## src/rtl/assert_macros.svh

```systemverilog
// assertion macros used by the controller
`ifndef ASSERT_MACROS_SVH
`define ASSERT_MACROS_SVH

// same-cycle implication, checked at every rising edge outside reset
`define SHS_ASSERT_IMPL(label, clk, rst, ante, cons, msg) \
   label: assert property (@(posedge clk) disable iff (rst) (ante) |-> (cons)) \
      else $error(msg);

// next-cycle implication, checked at every rising edge outside reset
`define SHS_ASSERT_NEXT(label, clk, rst, ante, cons, msg) \
   label: assert property (@(posedge clk) disable iff (rst) (ante) |=> (cons)) \
      else $error(msg);

`endif

```

## src/rtl/shs_pkg.sv

```systemverilog
// types and constants of the sha-256 stream hasher
package shs_pkg;

   localparam int BLOCK_BYTES = 64;
   localparam int LEN_OFFSET  = 56;
   localparam int ROUNDS      = 64;
   localparam int HASH_WORDS  = 8;
   localparam int WINDOW      = 16;
   localparam logic [7:0] PAD_MARK = 8'h80;

   typedef logic [31:0] word_type;

   localparam word_type ROUND_K [ROUNDS] = '{
      32'h428a2f98, 32'h71374491, 32'hb5c0fbcf, 32'he9b5dba5,
      32'h3956c25b, 32'h59f111f1, 32'h923f82a4, 32'hab1c5ed5,
      32'hd807aa98, 32'h12835b01, 32'h243185be, 32'h550c7dc3,
      32'h72be5d74, 32'h80deb1fe, 32'h9bdc06a7, 32'hc19bf174,
      32'he49b69c1, 32'hefbe4786, 32'h0fc19dc6, 32'h240ca1cc,
      32'h2de92c6f, 32'h4a7484aa, 32'h5cb0a9dc, 32'h76f988da,
      32'h983e5152, 32'ha831c66d, 32'hb00327c8, 32'hbf597fc7,
      32'hc6e00bf3, 32'hd5a79147, 32'h06ca6351, 32'h14292967,
      32'h27b70a85, 32'h2e1b2138, 32'h4d2c6dfc, 32'h53380d13,
      32'h650a7354, 32'h766a0abb, 32'h81c2c92e, 32'h92722c85,
      32'ha2bfe8a1, 32'ha81a664b, 32'hc24b8b70, 32'hc76c51a3,
      32'hd192e819, 32'hd6990624, 32'hf40e3585, 32'h106aa070,
      32'h19a4c116, 32'h1e376c08, 32'h2748774c, 32'h34b0bcb5,
      32'h391c0cb3, 32'h4ed8aa4a, 32'h5b9cca4f, 32'h682e6ff3,
      32'h748f82ee, 32'h78a5636f, 32'h84c87814, 32'h8cc70208,
      32'h90befffa, 32'ha4506ceb, 32'hbef9a3f7, 32'hc67178f2};

   localparam word_type INIT_HASH [HASH_WORDS] = '{
      32'h6a09e667, 32'hbb67ae85, 32'h3c6ef372, 32'ha54ff53a,
      32'h510e527f, 32'h9b05688c, 32'h1f83d9ab, 32'h5be0cd19};

   // source of the byte written into the block
   typedef enum logic [1:0] {
      BYTE_MSG,
      BYTE_MARK,
      BYTE_ZERO,
      BYTE_LEN
   } byte_sel_type;

   // commands from the controller to the datapath
   typedef struct packed {
      logic         load_byte;
      byte_sel_type byte_sel;
      logic         push_word;
      logic [2:0]   len_idx;
      logic         count_bits;
      logic         init_work;
      logic         round;
      logic [5:0]   round_idx;
      logic         fold;
      logic         clear;
      logic [2:0]   word_sel;
   } dp_cmd_type;

endpackage

```

## src/rtl/shs_stream_if.sv

```systemverilog
// handshake channels for message bytes and digest words
interface shs_req_if;
   logic       valid;
   logic       ready;
   logic [7:0] message_byte;
   logic       final_byte;

   modport source (output valid, output message_byte, output final_byte, input ready);
   modport sink (input valid, input message_byte, input final_byte, output ready);
endinterface

interface shs_rsp_if;
   logic        valid;
   logic        ready;
   logic [31:0] digest_word;
   logic [2:0]  word_number;
   logic        last_word;

   modport source (output valid, output digest_word, output word_number, output last_word,
                   input ready);
   modport sink (input valid, input digest_word, input word_number, input last_word,
                 output ready);
endinterface

```

## src/rtl/sha256_stream_hasher_top.sv

```systemverilog
// SHA-256 stream hasher: one message byte per item in, eight digest words out per message.
// A message byte is taken while the hasher is idle. Each 64th byte starts the compression, which
// runs one round per cycle through the single round unit and then folds the result into the
// chaining value; no byte is taken meanwhile. On the final byte the controller writes the
// padding one byte per cycle up to the end of the block, then compresses it; when 56 to 63
// bytes were pending a second padding block follows. The eight digest words then leave one per
// accepted item, word 0 first, and the hasher is ready for the next message right after word 7.
module sha256_stream_hasher_top
   import shs_pkg::*;
(
   input logic       clock,
   input logic       reset,
   shs_req_if.sink   req_if,
   shs_rsp_if.source rsp_if
);

   dp_cmd_type cmd;

   shs_controller u_ctrl (
      .clock           (clock),
      .reset           (reset),
      .req_valid       (req_if.valid),
      .req_final       (req_if.final_byte),
      .req_ready       (req_if.ready),
      .rsp_valid       (rsp_if.valid),
      .rsp_ready       (rsp_if.ready),
      .rsp_word_number (rsp_if.word_number),
      .rsp_last_word   (rsp_if.last_word),
      .cmd             (cmd)
   );

   shs_datapath u_dp (
      .clock        (clock),
      .reset        (reset),
      .cmd          (cmd),
      .message_byte (req_if.message_byte),
      .digest_word  (rsp_if.digest_word)
   );

endmodule

```

## src/rtl/shs_datapath.sv

```systemverilog
// sha-256 datapath: word assembly, schedule window, round logic, chaining value, bit count
module shs_datapath
   import shs_pkg::*;
(
   input  logic       clock,
   input  logic       reset,
   input  dp_cmd_type cmd,
   input  logic [7:0] message_byte,
   output word_type   digest_word
);

   function automatic word_type ror(word_type x, int n);
      return (x >> n) | (x << (32 - n));
   endfunction

   logic [23:0] acc_ff, acc_in;
   word_type    w_ff [WINDOW];
   word_type    w_in [WINDOW];
   word_type    v_ff [HASH_WORDS];
   word_type    v_in [HASH_WORDS];
   word_type    h_ff [HASH_WORDS];
   word_type    h_in [HASH_WORDS];
   logic [63:0] bits_ff, bits_in;

   logic [7:0] byte_val;
   logic [5:0] len_shift;
   word_type   new_word, sched_word;
   word_type   big0, big1, ch, maj, t1, t2;

   // length bytes go out most significant first
   assign len_shift = {~cmd.len_idx, 3'b000};

   always_comb begin
      case (cmd.byte_sel)
         BYTE_MSG:  byte_val = message_byte;
         BYTE_MARK: byte_val = PAD_MARK;
         BYTE_LEN:  byte_val = 8'(bits_ff >> len_shift);
         default:   byte_val = 8'h00;
      endcase
   end

   assign new_word = {acc_ff, byte_val};

   assign sched_word = (ror(w_ff[14], 17) ^ ror(w_ff[14], 19) ^ (w_ff[14] >> 10))
                     + w_ff[9]
                     + (ror(w_ff[1], 7) ^ ror(w_ff[1], 18) ^ (w_ff[1] >> 3))
                     + w_ff[0];

   assign big1 = ror(v_ff[4], 6) ^ ror(v_ff[4], 11) ^ ror(v_ff[4], 25);
   assign ch   = (v_ff[4] & v_ff[5]) ^ (~v_ff[4] & v_ff[6]);
   assign t1   = v_ff[7] + big1 + ch + ROUND_K[cmd.round_idx] + w_ff[0];
   assign big0 = ror(v_ff[0], 2) ^ ror(v_ff[0], 13) ^ ror(v_ff[0], 22);
   assign maj  = (v_ff[0] & v_ff[1]) ^ (v_ff[0] & v_ff[2]) ^ (v_ff[1] & v_ff[2]);
   assign t2   = big0 + maj;

   always_comb begin
      acc_in  = acc_ff;
      w_in    = w_ff;
      v_in    = v_ff;
      h_in    = h_ff;
      bits_in = bits_ff;

      if (cmd.load_byte) begin
         acc_in = new_word[23:0];
         if (cmd.push_word) begin
            for (int i = 0; i < WINDOW - 1; i++) w_in[i] = w_ff[i + 1];
            w_in[WINDOW - 1] = new_word;
         end
      end
      if (cmd.count_bits) bits_in = bits_ff + 64'd8;
      if (cmd.init_work) v_in = h_ff;
      if (cmd.round) begin
         for (int i = 0; i < WINDOW - 1; i++) w_in[i] = w_ff[i + 1];
         w_in[WINDOW - 1] = sched_word;
         v_in[7] = v_ff[6];
         v_in[6] = v_ff[5];
         v_in[5] = v_ff[4];
         v_in[4] = v_ff[3] + t1;
         v_in[3] = v_ff[2];
         v_in[2] = v_ff[1];
         v_in[1] = v_ff[0];
         v_in[0] = t1 + t2;
      end
      if (cmd.fold) begin
         for (int i = 0; i < HASH_WORDS; i++) h_in[i] = h_ff[i] + v_ff[i];
      end
      if (cmd.clear) begin
         h_in    = INIT_HASH;
         bits_in = '0;
      end
   end

   always_ff @(posedge clock) begin
      if (reset) begin
         h_ff    <= INIT_HASH;
         bits_ff <= '0;
      end else begin
         h_ff    <= h_in;
         bits_ff <= bits_in;
      end
   end

   always_ff @(posedge clock) begin
      acc_ff <= acc_in;
      w_ff   <= w_in;
      v_ff   <= v_in;
   end

   assign digest_word = h_ff[cmd.word_sel];

endmodule

```

## src/rtl/shs_controller.sv

```systemverilog
// sha-256 controller: byte intake, padding sequence, round count and digest output
`include "assert_macros.svh"

module shs_controller
   import shs_pkg::*;
(
   input  logic       clock,
   input  logic       reset,
   input  logic       req_valid,
   input  logic       req_final,
   output logic       req_ready,
   output logic       rsp_valid,
   input  logic       rsp_ready,
   output logic [2:0] rsp_word_number,
   output logic       rsp_last_word,
   output dp_cmd_type cmd
);

   typedef enum logic [2:0] {
      S_IDLE,
      S_PAD,
      S_ROUND,
      S_FOLD,
      S_OUT
   } state_type;

   localparam logic [5:0] LAST_FILL  = 6'(BLOCK_BYTES - 1);
   localparam logic [5:0] LEN_FILL   = 6'(LEN_OFFSET);
   localparam logic [5:0] LAST_ROUND = 6'(ROUNDS - 1);
   localparam logic [2:0] LAST_WORD  = 3'(HASH_WORDS - 1);

   state_type  state_ff, state_in;
   logic [5:0] fill_ff, fill_in;
   logic [5:0] round_ff, round_in;
   logic [2:0] word_ff, word_in;
   logic       pad_ff, pad_in;     // padding of the current message under way
   logic       mark_ff, mark_in;   // next padding byte is the 0x80 mark
   logic       extra_ff, extra_in; // mark fell into the length field: one more block
   logic       done_ff, done_in;   // block being compressed is the last one
   logic       extra_now;

   assign extra_now = extra_ff | (mark_ff & (fill_ff >= LEN_FILL));

   always_comb begin
      state_in = state_ff;
      fill_in  = fill_ff;
      round_in = round_ff;
      word_in  = word_ff;
      pad_in   = pad_ff;
      mark_in  = mark_ff;
      extra_in = extra_ff;
      done_in  = done_ff;

      cmd           = '0;
      cmd.byte_sel  = BYTE_ZERO;
      cmd.len_idx   = fill_ff[2:0];
      cmd.round_idx = round_ff;
      cmd.word_sel  = word_ff;

      case (state_ff)
         S_IDLE: begin
            if (req_valid) begin
               cmd.load_byte  = 1'b1;
               cmd.byte_sel   = BYTE_MSG;
               cmd.count_bits = 1'b1;
               cmd.push_word  = &fill_ff[1:0];
               if (req_final) begin
                  pad_in  = 1'b1;
                  mark_in = 1'b1;
               end
               if (fill_ff == LAST_FILL) begin
                  cmd.init_work = 1'b1;
                  fill_in       = '0;
                  round_in      = '0;
                  state_in      = S_ROUND;
               end else begin
                  fill_in = fill_ff + 6'd1;
                  if (req_final) state_in = S_PAD;
               end
            end
         end
         S_PAD: begin
            cmd.load_byte = 1'b1;
            cmd.push_word = &fill_ff[1:0];
            if (mark_ff) cmd.byte_sel = BYTE_MARK;
            else if (fill_ff >= LEN_FILL && !extra_ff) cmd.byte_sel = BYTE_LEN;
            else cmd.byte_sel = BYTE_ZERO;
            mark_in = 1'b0;
            if (fill_ff == LAST_FILL) begin
               cmd.init_work = 1'b1;
               fill_in       = '0;
               round_in      = '0;
               done_in       = !extra_now;
               extra_in      = 1'b0;
               state_in      = S_ROUND;
            end else begin
               fill_in  = fill_ff + 6'd1;
               extra_in = extra_now;
            end
         end
         S_ROUND: begin
            cmd.round = 1'b1;
            round_in  = round_ff + 6'd1;
            if (round_ff == LAST_ROUND) state_in = S_FOLD;
         end
         S_FOLD: begin
            cmd.fold = 1'b1;
            if (done_ff) begin
               word_in  = '0;
               state_in = S_OUT;
            end else if (pad_ff) begin
               state_in = S_PAD;
            end else begin
               state_in = S_IDLE;
            end
         end
         S_OUT: begin
            if (rsp_ready) begin
               word_in = word_ff + 3'd1;
               if (word_ff == LAST_WORD) begin
                  cmd.clear = 1'b1;
                  pad_in    = 1'b0;
                  done_in   = 1'b0;
                  state_in  = S_IDLE;
               end
            end
         end
         default: state_in = S_IDLE;
      endcase
   end

   always_ff @(posedge clock) begin
      if (reset) begin
         state_ff <= S_IDLE;
         fill_ff  <= '0;
         round_ff <= '0;
         word_ff  <= '0;
         pad_ff   <= 1'b0;
         mark_ff  <= 1'b0;
         extra_ff <= 1'b0;
         done_ff  <= 1'b0;
      end else begin
         state_ff <= state_in;
         fill_ff  <= fill_in;
         round_ff <= round_in;
         word_ff  <= word_in;
         pad_ff   <= pad_in;
         mark_ff  <= mark_in;
         extra_ff <= extra_in;
         done_ff  <= done_in;
      end
   end

   assign req_ready       = (state_ff == S_IDLE);
   assign rsp_valid       = (state_ff == S_OUT);
   assign rsp_word_number = word_ff;
   assign rsp_last_word   = (word_ff == LAST_WORD);

   `SHS_ASSERT_IMPL(a_one_side, clock, reset, req_ready, !rsp_valid,
      "byte intake and digest output overlap")
   `SHS_ASSERT_IMPL(a_fold_after_rounds, clock, reset, state_ff == S_FOLD,
      $past(state_ff) == S_ROUND && $past(round_ff) == LAST_ROUND,
      "fold without a full set of rounds")
   `SHS_ASSERT_IMPL(a_extra_in_pad, clock, reset, extra_ff || done_ff, pad_ff,
      "padding flags set outside padding")
   `SHS_ASSERT_NEXT(a_back_to_idle, clock, reset,
      rsp_valid && rsp_ready && rsp_last_word, req_ready && fill_ff == '0,
      "no return to a fresh message after the last digest word")

endmodule
```

## src/flat_wrapper.sv

```systemverilog
// flat-port wrapper written by rule: the top's interface ports become plain ports
module sha256_stream_hasher_top_flat import shs_pkg::*;
  (clock, reset, req_if_valid, req_if_message_byte, req_if_final_byte, req_if_ready, rsp_if_valid, rsp_if_digest_word, rsp_if_word_number, rsp_if_last_word, rsp_if_ready);
  shs_req_if req_if_i ();
  shs_rsp_if rsp_if_i ();
  input logic clock;
  input logic reset;
  input wire logic [$bits(req_if_i.valid)-1:0] req_if_valid;
  input wire logic [$bits(req_if_i.message_byte)-1:0] req_if_message_byte;
  input wire logic [$bits(req_if_i.final_byte)-1:0] req_if_final_byte;
  output wire logic [$bits(req_if_i.ready)-1:0] req_if_ready;
  output wire logic [$bits(rsp_if_i.valid)-1:0] rsp_if_valid;
  output wire logic [$bits(rsp_if_i.digest_word)-1:0] rsp_if_digest_word;
  output wire logic [$bits(rsp_if_i.word_number)-1:0] rsp_if_word_number;
  output wire logic [$bits(rsp_if_i.last_word)-1:0] rsp_if_last_word;
  input wire logic [$bits(rsp_if_i.ready)-1:0] rsp_if_ready;
  assign req_if_i.valid = req_if_valid;
  assign req_if_i.message_byte = req_if_message_byte;
  assign req_if_i.final_byte = req_if_final_byte;
  assign req_if_ready = req_if_i.ready;
  assign rsp_if_valid = rsp_if_i.valid;
  assign rsp_if_digest_word = rsp_if_i.digest_word;
  assign rsp_if_word_number = rsp_if_i.word_number;
  assign rsp_if_last_word = rsp_if_i.last_word;
  assign rsp_if_i.ready = rsp_if_ready;
  sha256_stream_hasher_top u_core (.clock(clock), .reset(reset), .req_if(req_if_i), .rsp_if(rsp_if_i));
endmodule
```

## config.mk

```make
export PLATFORM = sky130hd
export DESIGN_NAME = sha256_stream_hasher_top_flat
export DESIGN_NICKNAME = d
export VERILOG_FILES = /design/src/rtl/shs_pkg.sv /design/src/rtl/shs_stream_if.sv /design/src/rtl/sha256_stream_hasher_top.sv /design/src/rtl/shs_datapath.sv /design/src/rtl/shs_controller.sv /design/src/flat_wrapper.sv
export VERILOG_INCLUDE_DIRS = /design/src /design/src/rtl
export SDC_FILE = /design/constraint.sdc
export NUM_CORES = 2
export LEC_CHECK = 0
export BUFFER_PORTS_ARGS = -buffer_cell sky130_fd_sc_hd__buf_4
export CORE_UTILIZATION = 25
export DETAILED_ROUTE_END_ITERATION = 10
export PLACE_DENSITY = 0.36
export SLEW_MARGIN = 20
export SYNTH_ARGS = -nofsm -noshare
export SYNTH_HDL_FRONTEND = slang
export SYNTH_SLANG_ARGS = --single-unit
```

## constraint.sdc

```tcl
create_clock -name clock -period 33.6 [get_ports clock]
set_clock_uncertainty 0.1 [all_clocks]
set_input_delay 1.68 -clock clock [delete_from_list [all_inputs] [get_ports clock]]
set_output_delay 1.68 -clock clock [all_outputs]
set_load 0.03 [all_outputs]
```

==> results.md <==
- Root Driver: clkbuf_16
- Post-route DRC violation count: 0
- Max Buffers Root-to-Sink: 4
- Worst Hold Class: reg -> reg
- Distinct cell type count after synthesis: 104
- Asr flop ratio synth: 0
- Num rows: 193
- Most frequent cells in the layout: nand2_1 (1155), edfxtp_1 (792), a21oi_1 (484)
- R2r worst-path depth: 32
- I/O pin cnt: 51
- RSZ-0062 raised after global routing: no
- GPL Wtd Cong: 0.870
- Final Non-Filler Cells: 10675
- Synthesized area: 69700 µm²
- Actual slew at the worst max-slew pin: 1.18 ns
- Fmax achieved: 102 MHz
- CTS Hold Bufs: 0
- Crit Path Category: reg -> reg
- Rel. slew slack: 0.210
- Drt total wl: 266 mm
- Yosys top cell area share: 0.341
- Worst EP required: 34.00 ns
- Post-route cell area: 79000 µm²
- Starting DRT DRC Count: 4147
- Ys flop type: edfxtp_1
- Clock slew at reported path FFs: 0.06 ns
- Startpoint Class: flip-flop
- Worst reg2reg endpoint: u_core.u_dp.v_ff[255]
- Fill cells: 29006
- GRT Util Overall: 0.187
- #FFs+latches synth: 1131
- Port bufs: 50
- Max Cap Viol: 0
- Worst hold stages: 0
- YS warnings: 0
- Avg WL per Cell: 24.9 µm
- Syn Nets: 7502
- Gates resized, CTS repair: 0
- Via density: 4.86
- Final min period: 9.81 ns
- Commonest non-fill, non-tap cell in the layout: nand2_1
- CP Max Fanout: 28
- Largest cells by area after synthesis: edfxtp_1 (34%), dfxtp_1 (9.7%), ha_1 (7.2%), nand2_1 (6.2%), fa_1 (5.7%)
- Most used cell, CP: o21ai_0
- Area grow syn2layout: 13.3%
- Die width: 530 µm
- Worst r2r src: u_core.u_ctrl.round_ff[0]
- Worst path max stage delay: 1.00 ns
- Post-synthesis sequential area ratio: 0.438
- GRT overflow: 0
- Fin nets: 7463
- CTS H-tree lvls: 4
- CP Data Arrival Time: 10.21 ns
- Worst hold start: u_core.u_dp.w_ff[440]
- Vias post-DR: 51847
- Starting density of the core: 0.252
- Pin count of the biggest net entering global routing: 137
- Cells after Synth: 6892
- Max Slew Vio Count: 0
- TritonCTS clock tree: yes
- Placed instance count: 10404
- Vias in the first global route: 51314
- Outcome: finished clean
- Hold endpoint: u_core.u_dp.w_ff[472]
- TritonCTS buffer count: 152
- Initial DRT Pass Iterations: 5
- TNS Setup: 0 ns
- Placed Area: 74200 µm²
- Die area: 281000 µm²
- Slowest cell on crit path: ha_1
- CP Capture Type: flip-flop
- Post-synth top area cell: edfxtp_1
- Post-CTS setup buffer count: 0
- Initial antenna violation count: 14
- Latest clock arrival within the worst-skew pair: 0.82 ns
- Sink Count: 1131
- Tcrit/Tclk final: 0.292
- Critical path origin: u_core.u_ctrl.round_ff[0]
- Hold Fails Final Rpt: 0
- Die Ht: 530 µm
- First-pass GRT wire length: 382 mm
- Core Area: 277000 µm²
- DRT antenna net count: 0
- Fraction of layout cells with a size suffix above 1: 0.0797
- Avg Synthesized Cell Area: 10.1 µm²
- R2r setup slk: 23.79 ns
- Final setup vio count: 0
- DP Wirelength: 200 mm
- EDFF count, synth: 792
synth_stat cells, types with 11 or more instances:
cell and instances:
nand2_1 1156, edfxtp_1 792, a21oi_1 484, ha_1 400, xnor2_1 383, o21ai_0 360
inv_1 349, nor2_1 340, dfxtp_1 339, clkbuf_1 277, xor2_1 213, a21o_1 199
fa_1 197, nand3_1 107, o211ai_1 97, nor3_1 86, mux4_2 83, nand2b_1 78
mux2_2 66, a211oi_1 64, nor2b_1 58, o21a_1 55, and3_1 51, o21ai_1 48
a31oi_1 46, o21bai_1 46, buf_1 43, or3_1 40, nand4_1 35, mux2i_1 28
o31ai_1 26, maj3_1 22, and2_1 20, a211o_1 18, o22ai_1 18, nand3b_1 16
o311ai_0 16, nor3b_1 13, a22oi_1 12, a221oi_1 11, a311oi_1 11, a31o_2 11
and4_1 11, o41ai_1 11
layout make-up:
type / instances / area (µm²) / share of cell area
inverters: 353 / 1330 / 0.0169
diodes: 3 / 7.51 / 0.0000950
clock buffers: 201 / 4130 / 0.0523
multi-input cells: 5081 / 36600 / 0.464
repair buffers: 134 / 1060 / 0.0134
well taps: 3705 / 4640 / 0.0587
flip-flops and latches: 1131 / 30600 / 0.387
clock inverters: 67 / 608 / 0.00770
worst max path at each step:
stage	end	slack (ns)
floorplan	u_core.u_dp.w_ff[0]	18.96
global placement	u_core.u_dp.v_ff[254]	23.92
detailed placement	u_core.u_dp.v_ff[255]	23.89
CTS	u_core.u_dp.v_ff[255]	23.82
global route	u_core.u_dp.v_ff[255]	23.12
finish	u_core.u_dp.v_ff[255]	23.79
stage by stage:
stage	setup WS, ns	utilization	hold slack [ns]
6_report	23.79	0.285	0.310
5_1_grt	23.12	0.285	0.314
4_1_cts	23.82	0.285	0.306
3_5_place_dp	23.89	0.268	0.305
3_3_place_gp	23.92	0.268	0.300
2_1_floorplan	18.96	-	0.300
cell families after synthesis:
group                      synth area share
muxes                                0.0415
xor gates and xnor gates             0.0749
AOI/OAI and AO/OA                     0.147
DFF                                   0.438
adders and majority gates             0.132
and+or+nand+nor                       0.129
buffers and inverters                0.0372
routing by layer:
metal	track usage	routed length [µm]
met1	0.271	130000
met2	0.292	118000
met3	0.0213	10900
met4	0.0530	7550
met5	0	0
state kept, by name, indices dropped and copies added (netlist names):
| register | flops |
|---|---|
| u_core.u_dp.bits_ff | 61 |
| u_core.u_dp.v_ff | 256 |
| u_core.u_ctrl.done_ff | 1 |
| u_core.u_ctrl.round_ff | 6 |
| u_core.u_ctrl.pad_ff | 1 |
| u_core.u_ctrl.fill_ff | 6 |
| u_core.u_ctrl.extra_ff | 1 |
| u_core.u_dp.h_ff | 256 |
| u_core.u_dp.acc_ff | 24 |
| u_core.u_ctrl.state_ff | 3 |
| u_core.u_ctrl.mark_ff | 1 |
| u_core.u_ctrl.rsp_word_number | 3 |
| u_core.u_dp.w_ff | 512 |
critical path, delay by kind of cell (launching register included):
family / cells / cell delay [ns]
and+or+nand+nor: 5 / 0.87
DFF: 1 / 0.30
buffers and inverters: 3 / 1.02
AOI/OAI and AO/OA: 17 / 4.12
adders and majority gates: 5 / 2.70
xor gates and xnor gates: 2 / 0.38
Power is not shown: default switching activity piles up to over one toggle a cycle in this logic, so the estimate is an artifact.
